[config.mk]
export PLATFORM = sky130hd
export DESIGN_NAME = hmi_ram
export DESIGN_NICKNAME = d
export VERILOG_FILES = /design/src/homogeneous_matrix_inverse_macros.svh /design/src/hmi_ram.sv
export SDC_FILE = /design/constraint.sdc
export NUM_CORES = 1
export LEC_CHECK = 0
export BUFFER_PORTS_ARGS = -buffer_cell sky130_fd_sc_hd__buf_2
export CORE_UTILIZATION = 55
export DETAILED_ROUTE_END_ITERATION = 8
export PLACE_DENSITY = 0.71
export SYNTH_ARGS = -nofsm -noshare
export SYNTH_HDL_FRONTEND = slang
export SYNTH_SLANG_ARGS = --single-unit
export TNS_END_PERCENT = 1
[constraint.sdc]
create_clock -name clock -period 4.95 [get_ports clock]
set_input_delay 0.495 -clock clock [delete_from_list [all_inputs] [get_ports clock]]
set_output_delay 0.495 -clock clock [all_outputs]
set_load 0.05 [all_outputs]
[src/homogeneous_matrix_inverse_macros.svh]
`ifndef HOMOGENEOUS_MATRIX_INVERSE_MACROS_SVH
`define HOMOGENEOUS_MATRIX_INVERSE_MACROS_SVH

// clocked check, off during reset
`define HMI_ASSERT(label, prop, msg) \
   label: assert property (@(posedge clock) disable iff (reset) prop) else $error(msg);

// clocked implication, off during reset
`define HMI_ASSERT_IMP(label, ante, cons, msg) \
   `HMI_ASSERT(label, (ante) |-> (cons), msg)

`endif

[src/hmi_ram.sv]
`timescale 1ns / 1ps

module hmi_ram #(
   parameter int WIDTH = 32,
   parameter int DEPTH = 12
) (
   input  logic                     clock,
   input  logic                     we,
   input  logic [$clog2(DEPTH)-1:0] waddr,
   input  logic [WIDTH-1:0]         wdata,
   input  logic [$clog2(DEPTH)-1:0] raddr_a,
   input  logic [$clog2(DEPTH)-1:0] raddr_b,
   output logic [WIDTH-1:0]         rdata_a,
   output logic [WIDTH-1:0]         rdata_b
);

   logic [WIDTH-1:0] mem_ff [DEPTH];
   logic [WIDTH-1:0] rdata_a_ff;
   logic [WIDTH-1:0] rdata_b_ff;

   always_ff @(posedge clock) begin
      if (we) begin
         mem_ff[waddr] <= wdata;
      end
      rdata_a_ff <= mem_ff[raddr_a];
      rdata_b_ff <= mem_ff[raddr_b];
   end

   assign rdata_a = rdata_a_ff;
   assign rdata_b = rdata_b_ff;

endmodule

# After elaboration in Yosys (flattened, before gate mapping)
# Memories as Yosys holds them, arrays and structs flattened. A register that Yosys moved wholly into a read port is not among the register bits.
# Index checks and enable logic that the tools add are counted.
# totals
wordCells	3
n_memories	1
output_inout_bits	64
ram_bits	384
ff_bits	0
input_bits	46
# op_classes
muxes	2
# memory_table
name	words	width	rd	rd_ports_with_merged_regs	write_ports	line_no	text
mem_ff	12	32	2	2	1	hmi_ram.sv:17	logic [WIDTH-1:0] mem_ff [DEPTH];
# ops
cell	count
1-bit two-way mux	2

# Logic depth before layout (Yosys ltp)
# logic_depth
depth_word	2
ltp_mapped	6
depth_no_buf	3

# Worst setup path after synthesis
# OpenSTA, ideal clock, no wires.
# synth_path
path_kind	input port to flip-flop
from	in waddr[2]
to	mem mem_ff[0][0] (enable)
setup_ps	461
arrival_time_ps	3214
path_buffers	0
cell_stages	2
slack_ps	1275
required_time_ps	4489
cell_sequence	or3b_2 -> nor3_1
# synth_lines
element	line_no	text
start: declaration	hmi_ram.sv:9	input logic [$clog2(DEPTH)-1:0] waddr,
end: declaration	hmi_ram.sv:17	
# No word-level cell before the write port.

==> impl_results.md <==
* Status: finished clean
* Clk buf depth at 3
* Critical path class: input port to register
* Tcrit/Tclk final at 44.5%
* Fin. max-slew vios at 0
* Layout Skew at 0.0214 ns
* Post-layout util at about 64%
* Number of remaining DRC errors at 0
* Int Power at around 6600 uW
* GP Congestion at ~0.75
* Pre-Repair DR Iteration Count at 4
* CTS tree: built
* Post-CTS Resized at 0
* I/O Buffers at around 110
* Worst endpoint required time at 5.37 ns
* Core area at about 34,000 um2
* Post-synthesis cell count at approximately 1,000
* Sw frac at a little under a quarter
* Slew @ Worst Pin at ~1.1 ns
* CP arrival at 2.62 ns
* PwrDens at 396 nW/um2
* Layout area overhead at 13.9%
* Clk pwr share at about two fifths
* Vias in the first global route at between 10,000 and 15,000
* Setup violators final at 0
* Max VDD drop at roughly 0.0003 V
* Top Usage Layer GRT: met2
* Worst setup EP type: register
* Met3 Usage GRT at approximately 4.3%
* Synthesized Nets at 1,034
* Register area share after synthesis at roughly 67%
* Final WL at 44,600 um
* Antenna Nets Post-Route at 0
* GR Overflow Total at 0
* Commonest non-fill, non-tap cell in the layout: edfxtp_1
* Die Y at 188 um
* Largest net degree at the start of global routing at slightly below 100
* Comb power frac at 9.4%
* Max-cap violations at 0
* Sequential Power Share at 49.6%
* Clock transition at path regs at around 0.060 ns
* CP Launch Type: input port
* Detailed Route Iter0 Violations at approximately 950
* Final hold violations at 0
* Yosys warnings at 0
* RSZ-0062 raised after global routing: no
* Seq cells post-synth at 448
* M1 GR Usage at 36.7%
* Full die area at 35,400 um2
* H-Tree Depth at 2
* First-pass GRT wire length at approximately 67,000 um
* Clock Sinks at between 400 and 500
* Slew margin rel. at 23.9%
* Grt met2 use at 42.0%
* Hold Crit Class: input port to register
* Biggest fanout along the worst timing path at 65
* Synth cell types at 21
* Wire per inst at ~28 um
* Root Buffer: clkbuf_16
* # hold bufs at CTS at 0
* Final Critical Period at approximately 2.2 ns
* Die span in x at between 150 and 200 um
* I/O pin total at 110
* Vias at roughly 10,000
* Clock latency on the worst-skew pair at 0.55 ns
* Ratio of cells with drive above 1 in the final layout at a little under 40%
* GR Util All Layers at roughly 26%
* DP Wirelength at approximately 25,000 um
* Post-CTS setup buffers at 0
* Initial antenna violation count at 1
* Maximum achievable frequency at approximately 0.45 GHz
* Row count at 67
* Most frequent cells in the layout: 384 x edfxtp_1, 128 x mux4_2, 106 x buf_2
* Vias/cell at 6.41
* Mapped cell area at approximately 19,000 um2
* Setup TNS at 0 ns
* Final net count at about 1,100
* Leakage at around 0.0074 uW
* NetSw at around 2000 uW
* Effective utilization at floorplan at 56.4%
* Syn avg cell area at about 19 um2
* CTS buffer count at between 40 and 50
## cells in the mapped netlist
cell	n	share of area [%]
buf_2	24	0.63
nand2_1	34	0.67
o22ai_1	32	1.0
nor2b_1	1	0.033
or3b_2	1	0.046
o31ai_1	32	1.3
buf_6	6	0.35
buf_4	1	0.039
edfxtp_1	384	60
buf_1	8	0.16
mux2i_1	64	3.4
dfxtp_1	64	6.7
nor3_1	3	0.079
clkbuf_1	31	0.61
mux2_2	98	5.8
nand3b_1	2	0.079
mux4_2	128	15
nor2_1	10	0.20
nand2b_1	3	0.098
mux2_1	30	1.8
a22o_1	32	1.5
## metrics by stage
step           area, um2  power, uW  hold WS, ns  std cells  setup slack (ns)
6_report           21700       8610        0.278       1588              2.75
5_1_grt            21700       8850        0.271       1587              2.63
4_1_cts            21700       8660        0.256       1587              2.74
3_5_place_dp       20200       5160        0.671       1502              2.17
3_3_place_gp       20200       5150        0.665       1502              2.18
2_1_floorplan      19100       4910        0.594        988              1.27
## state kept, by name (all words and copies together), names as in the netlist
register and cells:
rdata_a 32, mem_ff 384, rdata_b 32
## kinds of logic after synthesis
| family | after synthesis | share of synthesized area [%] |
|---|---|---|
| AO/OA/AOI/OAI | 96 | 3.78 |
| buffers and inverters | 70 | 1.79 |
| AND/OR/NAND/NOR | 54 | 1.20 |
| multiplexers | 320 | 26.0 |
| flip-flops | 448 | 67.2 |
## power groups by stage
| stage | clock network (uW) | registers (uW) | logic [uW] |
|---|---|---|---|
| 2_1_floorplan | 0 | 4530 | 378 |
| 3_3_place_gp | 0 | 4350 | 801 |
| 3_5_place_dp | 0 | 4350 | 808 |
| 4_1_cts | 3580 | 4270 | 811 |
| 5_1_grt | 3720 | 4280 | 847 |
| 6_report | 3530 | 4270 | 807 |
## cell type report
class | instances | area (um2)
Timing Repair Buffer | 136 | 776
Clock inverter | 25 | 285
Clock buffer | 60 | 1260
Fill cell | 2309 | 12100
Sequential cell | 448 | 12800
Multi-Input combinational cell | 470 | 6020
Antenna cell | 1 | 2.50
Tap cell | 448 | 561
## worst max-delay path, cell delays in order
cell and delay, ns:
buf_6 0.62, buf_4 0.44, mux4_2 0.54, mux4_2 0.46
## final timing paths
kind / from / to / slack [ns] / cells after the start
worst max register to register: mem_ff[5][13] / rdata_b[13] / 3.42 / 2
worst min register to register: mem_ff[8][11] / rdata_a[11] / 0.69 / 3
worst min-delay path: wdata[10] / mem_ff[0][10] / 0.28 / 1
worst max-delay path: raddr_b[0] / rdata_b[27] / 2.75 / 4
## routing by layer
metal | share of wire, % | vias to the layer above
met2 | 49 | 400
li1 | - | 4355
met3 | 6.8 | 77
met1 | 42 | 5346
met5 | 0.022 | -
met4 | 2.0 | 2
(Power assumes the default switching activity.)
