**src/homogeneous_matrix_inverse_macros.svh**
```systemverilog
`ifndef HOMOGENEOUS_MATRIX_INVERSE_MACROS_SVH
`define HOMOGENEOUS_MATRIX_INVERSE_MACROS_SVH

// clocked check, off during reset
`define HMI_ASSERT(label, prop, msg) \
   label: assert property (@(posedge clock) disable iff (reset) prop) else $error(msg);

// clocked implication, off during reset
`define HMI_ASSERT_IMP(label, ante, cons, msg) \
   `HMI_ASSERT(label, (ante) |-> (cons), msg)

`endif

```
**src/hmi_pkg.sv**
```systemverilog
`timescale 1ns / 1ps

package hmi_pkg;

   localparam int DATA_W     = 32;
   localparam int ACC_W      = 100;
   localparam int N_ENTRY    = 12;
   localparam int N_UOP      = 30;
   localparam int IDX_W      = 4;
   localparam int STEP_W     = 5;
   localparam int DET_W      = 64;
   localparam int RSP_DATA_W = 104;

   typedef struct packed {
      logic [IDX_W-1:0] x_idx;
      logic [IDX_W-1:0] y_idx;
      logic             y_num;
      logic             sub;
      logic             clr;
      logic             wr;
      logic             wr_det;
      logic [IDX_W-1:0] wr_idx;
   } uop_type;

   typedef struct packed {
      logic start;
      logic clr;
      logic sub;
   } mac_ctl_type;

   typedef struct packed {
      logic start;
      logic flip;
   } div_ctl_type;

   // product schedule: minors, determinant, translation sums
   function automatic uop_type uop_of(input logic [STEP_W-1:0] s);
      uop_type u;
      int n;
      int r;
      int c;
      int k;
      int r1;
      int r2;
      int c1;
      int c2;
      u = '0;
      n = 0;
      for (r = 0; r < 3; r++) begin
         for (c = 0; c < 3; c++) begin
            r1 = (r == 2) ? 0 : r + 1;
            r2 = (r == 0) ? 2 : r - 1;
            c1 = (c == 2) ? 0 : c + 1;
            c2 = (c == 0) ? 2 : c - 1;
            if (s == STEP_W'(n)) begin
               u.x_idx = IDX_W'(c1 * 4 + r1);
               u.y_idx = IDX_W'(c2 * 4 + r2);
               u.clr   = 1'b1;
            end
            n++;
            if (s == STEP_W'(n)) begin
               u.x_idx  = IDX_W'(c1 * 4 + r2);
               u.y_idx  = IDX_W'(c2 * 4 + r1);
               u.sub    = 1'b1;
               u.wr     = 1'b1;
               u.wr_idx = IDX_W'(r * 4 + c);
            end
            n++;
         end
      end
      for (k = 0; k < 3; k++) begin
         if (s == STEP_W'(n)) begin
            u.x_idx  = IDX_W'(k);
            u.y_idx  = IDX_W'(k * 4);
            u.y_num  = 1'b1;
            u.clr    = (k == 0);
            u.wr     = (k == 2);
            u.wr_det = (k == 2);
         end
         n++;
      end
      for (r = 0; r < 3; r++) begin
         for (k = 0; k < 3; k++) begin
            if (s == STEP_W'(n)) begin
               u.x_idx  = IDX_W'(k * 4 + 3);
               u.y_idx  = IDX_W'(r * 4 + k);
               u.y_num  = 1'b1;
               u.clr    = (k == 0);
               u.wr     = (k == 2);
               u.wr_idx = IDX_W'(r * 4 + 3);
            end
            n++;
         end
      end
      return u;
   endfunction

endpackage

```
**src/hmi_mac.sv**
```systemverilog
`timescale 1ns / 1ps

module hmi_mac (
   input  logic                          clock,
   input  logic                          reset,
   input  hmi_pkg::mac_ctl_type          ctl,
   input  logic [hmi_pkg::DATA_W-1:0]    x,
   input  logic [hmi_pkg::ACC_W-1:0]     y,
   output logic                          busy,
   output logic                          done,
   output logic [hmi_pkg::ACC_W-1:0]     acc
);
   import hmi_pkg::*;

   localparam int CNT_W = $clog2(DATA_W);

   logic              busy_ff, busy_in;
   logic              done_ff, done_in;
   logic [CNT_W-1:0]  cnt_ff, cnt_in;
   logic [DATA_W-1:0] mpl_ff, mpl_in;
   logic [ACC_W-1:0]  mcd_ff, mcd_in;
   logic [ACC_W-1:0]  acc_ff, acc_in;
   logic              sub_ff, sub_in;
   logic [ACC_W-1:0]  term;
   logic              neg;

   // sign bit of the multiplier carries negative weight
   assign term = mpl_ff[0] ? mcd_ff : '0;
   assign neg  = sub_ff ^ (cnt_ff == CNT_W'(DATA_W - 1));

   always_comb begin
      busy_in = busy_ff;
      done_in = 1'b0;
      cnt_in  = cnt_ff;
      mpl_in  = mpl_ff;
      mcd_in  = mcd_ff;
      acc_in  = acc_ff;
      sub_in  = sub_ff;
      if (ctl.start && !busy_ff) begin
         busy_in = 1'b1;
         cnt_in  = '0;
         mpl_in  = x;
         mcd_in  = y;
         sub_in  = ctl.sub;
         acc_in  = ctl.clr ? '0 : acc_ff;
      end else if (busy_ff) begin
         acc_in = neg ? acc_ff - term : acc_ff + term;
         mpl_in = mpl_ff >> 1;
         mcd_in = mcd_ff << 1;
         cnt_in = cnt_ff + CNT_W'(1);
         if (cnt_ff == CNT_W'(DATA_W - 1)) begin
            busy_in = 1'b0;
            done_in = 1'b1;
         end
      end
   end

   always_ff @(posedge clock) begin
      if (reset) begin
         busy_ff <= 1'b0;
         done_ff <= 1'b0;
      end else begin
         busy_ff <= busy_in;
         done_ff <= done_in;
      end
      cnt_ff <= cnt_in;
      mpl_ff <= mpl_in;
      mcd_ff <= mcd_in;
      acc_ff <= acc_in;
      sub_ff <= sub_in;
   end

   assign busy = busy_ff;
   assign done = done_ff;
   assign acc  = acc_ff;

endmodule

```
**config.mk**
```make
export PLATFORM = sky130hd
export DESIGN_NAME = hmi_mac
export DESIGN_NICKNAME = d
export VERILOG_FILES = /design/src/homogeneous_matrix_inverse_macros.svh /design/src/hmi_pkg.sv /design/src/hmi_mac.sv
export SDC_FILE = /design/constraint.sdc
export NUM_CORES = 1
export LEC_CHECK = 0
export BUFFER_PORTS_ARGS = -buffer_cell sky130_fd_sc_hd__buf_2
export CELL_PAD_IN_SITES_DETAIL_PLACEMENT = 1
export CELL_PAD_IN_SITES_GLOBAL_PLACEMENT = 2
export CORE_MARGIN = 2
export CORE_UTILIZATION = 38
export CTS_CLUSTER_DIAMETER = 100
export CTS_CLUSTER_SIZE = 40
export DETAILED_ROUTE_END_ITERATION = 10
export HOLD_SLACK_MARGIN = 0.12
export PLACE_DENSITY = 0.95
export SYNTH_ARGS = -nofsm -noshare
export SYNTH_HDL_FRONTEND = slang
export SYNTH_SLANG_ARGS = --single-unit
```
**constraint.sdc**
```tcl
create_clock -name clock -period 15.9 [get_ports clock]
set_input_delay 0.795 -clock clock [delete_from_list [all_inputs] [get_ports clock]]
set_output_delay 0.795 -clock clock [all_outputs]
set_load 0.02 [all_outputs]
```
## After elaboration in Yosys (flattened, before gate mapping)

Cells that the tools add are included.

| cells by class | value |
|---|---|
| eq/ne operators | 2 |
| reductions and logical operators | 5 |
| muxes and demuxes | 13 |
| add/subtract/negate cells | 3 |
| bitwise gates (word level) | 2 |

Operator list:

| kind | count |
|---|---|
| $mux 100 | 7 |
| $add 100x100->100 | 1 |
| $sub 100x100->100 | 1 |
| $mux 32 | 2 |
| $add 5x1->5 const B | 1 |
| $eq 5x5->1 const B | 1 |
| $mux 1 | 4 |
| $reduce_or 3->1 | 1 |
| $ne 2x2->1 const B | 1 |
| $reduce_and 2->1 | 1 |
| $reduce_bool 2->1 | 1 |
| $logic_and 1x1->1 | 1 |
| $logic_not 1->1 | 1 |
| $not 1->1 | 1 |
| $xor 1x1->1 | 1 |

| word-level totals | value |
|---|---|
| bits of input ports | 137 |
| output and inout bits | 102 |
| bits in registers | 240 |
| word-level logic and storage cells | 32 |

## Longest topological paths before layout

| logic depth | value |
|---|---|
| word-level depth | 5 |
| depth in mapped cells | 27 |
| depth with buffers taken out | 21 |

## Worst setup path after synthesis

No wires, ideal clock.

| timing | value |
|---|---|
| path type | reg2reg |
| start point | reg mpl_ff[0] |
| end point | reg acc_ff[93], in the netlist acc[93], data pin |
| path buffers | 7 |
| data arrival time | 5768 ps |
| data required time | 15637 ps |
| cell stages (with the launch flop) | 25 |
| clock period less this slack | 6030 ps |
| setup time | 263 ps |
| slack | 9870 ps |
| path through | edfxtp_1 -> buf_1 -> buf_1 -> clkbuf_1 -> clkbuf_1 -> clkbuf_1 -> nand2_1 -> ha_1 -> nand3_1 -> a21oi_2 -> o21ai_1 -> clkbuf_1 -> o211ai_1 -> ha_1 -> clkbuf_1 -> a21oi_1 -> o21ai_0 -> a221oi_1 -> o2111a_1 -> nor3b_2 -> o41ai_4 -> a31oi_1 -> o21ai_1 -> a41oi_1 -> mux2i_1 |

| between the ends | value |
|---|---|
| longest elaborated chain between the ends | 5 |

Ends and longest elaborated chain:

| element | line | source |
|---|---|---|
| start: declaration | hmi_mac.sv:20 | `logic [DATA_W-1:0] mpl_ff, mpl_in;` |
| start signal: assignment | hmi_mac.sv:67 | `mpl_ff <= mpl_in;` |
| $mux 100 * | hmi_mac.sv:28 | `assign term = mpl_ff[0] ? mcd_ff : '0;` |
| $add 100x100->100 or $sub 100x100->100 (tied branches) | hmi_mac.sv:47 | `acc_in = neg ? acc_ff - term : acc_ff + term;` |
| $mux 100 * | hmi_mac.sv:47 |  |
| $mux 100 * | hmi_mac.sv:46 | `end else if (busy_ff) begin` |
| $mux 100 * | hmi_mac.sv:39 | `if (ctl.start && !busy_ff) begin` |
| end signal: assignment | hmi_mac.sv:69 | `acc_ff <= acc_in;` |
| end: declaration | hmi_mac.sv:22 | `logic [ACC_W-1:0] acc_ff, acc_in;` |

Every way passes the cells marked *; elsewhere a longest branch is shown, timed or not. The select of a mux whose other input is x is not followed.
A chain may end at the register's enable or synchronous reset.

## Final worst setup path

| timing | value |
|---|---|
| start point | reg mcd_ff[9] |
| end point | reg acc_ff[84], in the netlist acc[84], data pin |

| between the ends | value |
|---|---|
| longest elaborated chain between the ends | 5 |

Ends and longest elaborated chain:

| element | line | source |
|---|---|---|
| start: declaration | hmi_mac.sv:21 | `logic [ACC_W-1:0] mcd_ff, mcd_in;` |
| start signal: assignment | hmi_mac.sv:68 | `mcd_ff <= mcd_in;` |
| $mux 100 * | hmi_mac.sv:28 |  |
| $add 100x100->100 or $sub 100x100->100 (tied branches) | hmi_mac.sv:47 |  |
| $mux 100 * | hmi_mac.sv:47 |  |
| $mux 100 * | hmi_mac.sv:46 |  |
| $mux 100 * | hmi_mac.sv:39 |  |

Marks and branches as above.

==> impl_metrics.toml <==
[floorplan]
die_width_um = 228
initial_utilization_pct = 38.3
fp-row-count = 82
die_h_um = 228
core_um2 = 49800
die-area_um2 = 51900
num_io_pins = 239

[critical_path]
worstPathArrival_ns = 7.13
cp_max_fo = 10
end_kind = "flip-flop"
crit_type = "flip-flop to flip-flop"
required_ns = 16.19
worst_setup_path_start_kind = "flip-flop"

[finish]
layout_commonest_cell = "nand2_1"
layout-drive-gt1-share_pct = 12.6
mostFrequentLayoutCells = "637 x nand2_1, 238 x buf_2, 233 x edfxtp_1"
finalNetCount = 2780
area_growth_syn_to_layout_pct = 12.5
n_fill_cell = 6076
fin_area_um2 = 21400

[global_route]
grt_pass1_wl_um = 114000
grtUsageTotal_pct = 27.8
grt_pass1_vias = 18900
grt-ovfl-total = 0
antenna_found_initial = 3
grt_max_degree = 148

[sta]
fin_skew_ns = 0.0575
tns_ns = 0
slew_violations = 0
worst_pin_slew_ns = 1.17
finalWorstSetupSlack_ns = 9.05
fmax_mhz = 146
rsz0062_at_grt = "false"
hold_viol = 0
relSlewSlack_pct = 22.0
fin_crit_ns = 6.85
fin_crit_sh_pct = 43.1
setup_viol = 0

[detailed_routing]
drt-initial-drc-count = 1519
wire_per_inst_um = 23.1
vias = 18900
routed_wl_um = 74500
via_per_inst = 5.87
first_pass_iters = 6
antenna_left = 0
drc_errors = 0

[logic_synthesis]
synthArstFlopShare_pct = 0
synthCells = 2386
synth_warnings = 0
syn_nets = 2626
ys_seq_elements = 240
synth_flop_cell = "edfxtp_1"
synth_edf_count = 233
synthDistinctLibCells = 80
yosysSeqAreaShare_pct = 37.5
avgSynthCellArea_um2 = 7.98
syn_area_um2 = 19000

[run]
maxCapViolCount = 0

[status]
outcome = "completed"

[power]
peakVddDrop_mv = 0.0864
p_leak_nw = 8.97
power_per_cell_area_nw_per_um2 = 206
fin_total_pwr_mw = 4.42

[place]
dpl.hpwl_um = 57500
post-place-ws_ns = 9.23
numPortBuffers = 238
place_area_um2 = 20800
gp_congestion = 0.941

[cts]
cts_resized = 0
postCtsSetupBuffers = 0
clock-root-buffer = "clkbuf_16"
cts.htree.levels = 1
cts_made_buffers = 16
clock_sinks = 240
hold_buffers = 0
clk_latency_ns = 0.58
clk_path_buf_depth = 3
tritoncts = "built"
clk_pin_slew_ns = 0.11

[hold_path]
hold_class = "input pin to flip-flop"
==> final timing paths <==
kind / startpoint / slack [ns] / cells after the start / endpoint
hold reg to reg: cnt_ff[4] / 0.49 / 2 / cnt_ff[4]
hold / removal: reset / 0.43 / 2 / busy
setup reg to reg: mcd_ff[9] / 9.05 / 21 / acc[84]
setup / recovery: mcd_ff[9] / 9.05 / 21 / acc[84]
==> per-stage QoR <==
stage,hold slack (ns),std cells,util [%]
6_report,0.426,3223,43.1
5_1_grt,0.422,3222,43.1
4_1_cts,0.420,3222,43.1
3_5_place_dp,0.486,3194,41.7
3_3_place_gp,0.469,3194,41.7
2_1_floorplan,0.454,2386,-
==> routing by layer <==
layer,global-route usage (%),part of all wire (%),up-vias
met5,0,0.017,-
met4,7.38,2.5,2
met3,2.76,5.6,81
met2,46.5,47,636
met1,38.6,45,9392
li1,-,-,8797
==> sequential cells by signal, summed over array words and instances (netlist names) <==
signal	flops
mpl_ff	32
sub_ff	1
cnt_ff	5
busy	1
acc	100
done	1
mcd_ff	100
==> where the power goes <==
group          total, mW  switching, mW  internal (mW)
clock network      0.535          0.293          0.242
registers           1.17          0.194          0.972
logic               2.72           1.78          0.938
==> layout make-up <==
cell class              instances  area [um2]  area share [%]
multi-input cells            1979       11300            52.7
well taps                     672         841            3.92
flip-flops and latches        240        7140            33.3
clock buffers                  18         439            2.05
diodes                          1        2.50          0.0117
repair buffers                248        1280            5.97
inverters                      55         211           0.987
clock inverters                10         216            1.01
==> cells in the mapped netlist, types with 14 or more instances <==
cell type	number	share of area [%]
and3_1	16	0.53
or3_1	14	0.46
buf_1	17	0.34
a31oi_1	33	1.1
o21bai_1	37	1.5
a21o_1	39	1.5
o211ai_1	18	0.71
nor3_1	54	1.4
o31ai_1	19	0.75
and2_1	17	0.56
clkbuf_1	84	1.7
edfxtp_1	233	37
ha_1	102	6.7
xnor2_1	81	3.7
nand3_1	39	1.0
inv_1	53	1.0
nand2b_1	22	0.72
nor2_1	232	4.6
nand4_1	47	1.5
o21ai_0	123	3.2
nand2_1	637	13
a21oi_1	206	5.4
nor4_1	18	0.59
xor2_1	67	3.1
==> cells by family (layout without fill, tap and decap cells) <==
kind of cell             Yosys count  after routing  synth area share [%]
AO/OA/AOI/OAI                    570            570                  18.6
XOR/XNOR                         149            149                  6.89
adder cells (fa/ha/maj)          103            103                  6.81
buffers and inverters            167            331                  3.40
flip-flops                       240            240                  37.5
multiplexers                      17             17                 0.953
other                              0              1                     0
AND/OR/NAND/NOR                 1140           1140                  25.9
==> worst max-delay path, stage by stage (launching register included) <==
cell      delay, ns
edfxtp_1       0.51
nor4_2         0.45
nand4_1        0.17
or3_1          0.35
a21oi_2        0.54
o21ai_0        0.38
a21oi_1        0.27
a21oi_1        0.11
and3_1         0.23
nor2_1         0.10
nand2_1        0.07
ha_1           0.48
nand4_1        0.18
nor4_1         0.76
nand4_1        0.20
nand2_1        0.13
a31oi_1        0.08
a21oi_1        0.51
nor2_1         0.19
o31ai_1        0.47
a21boi_0       0.22
mux2i_1        0.16
Power figures use the tool's default switching activity.
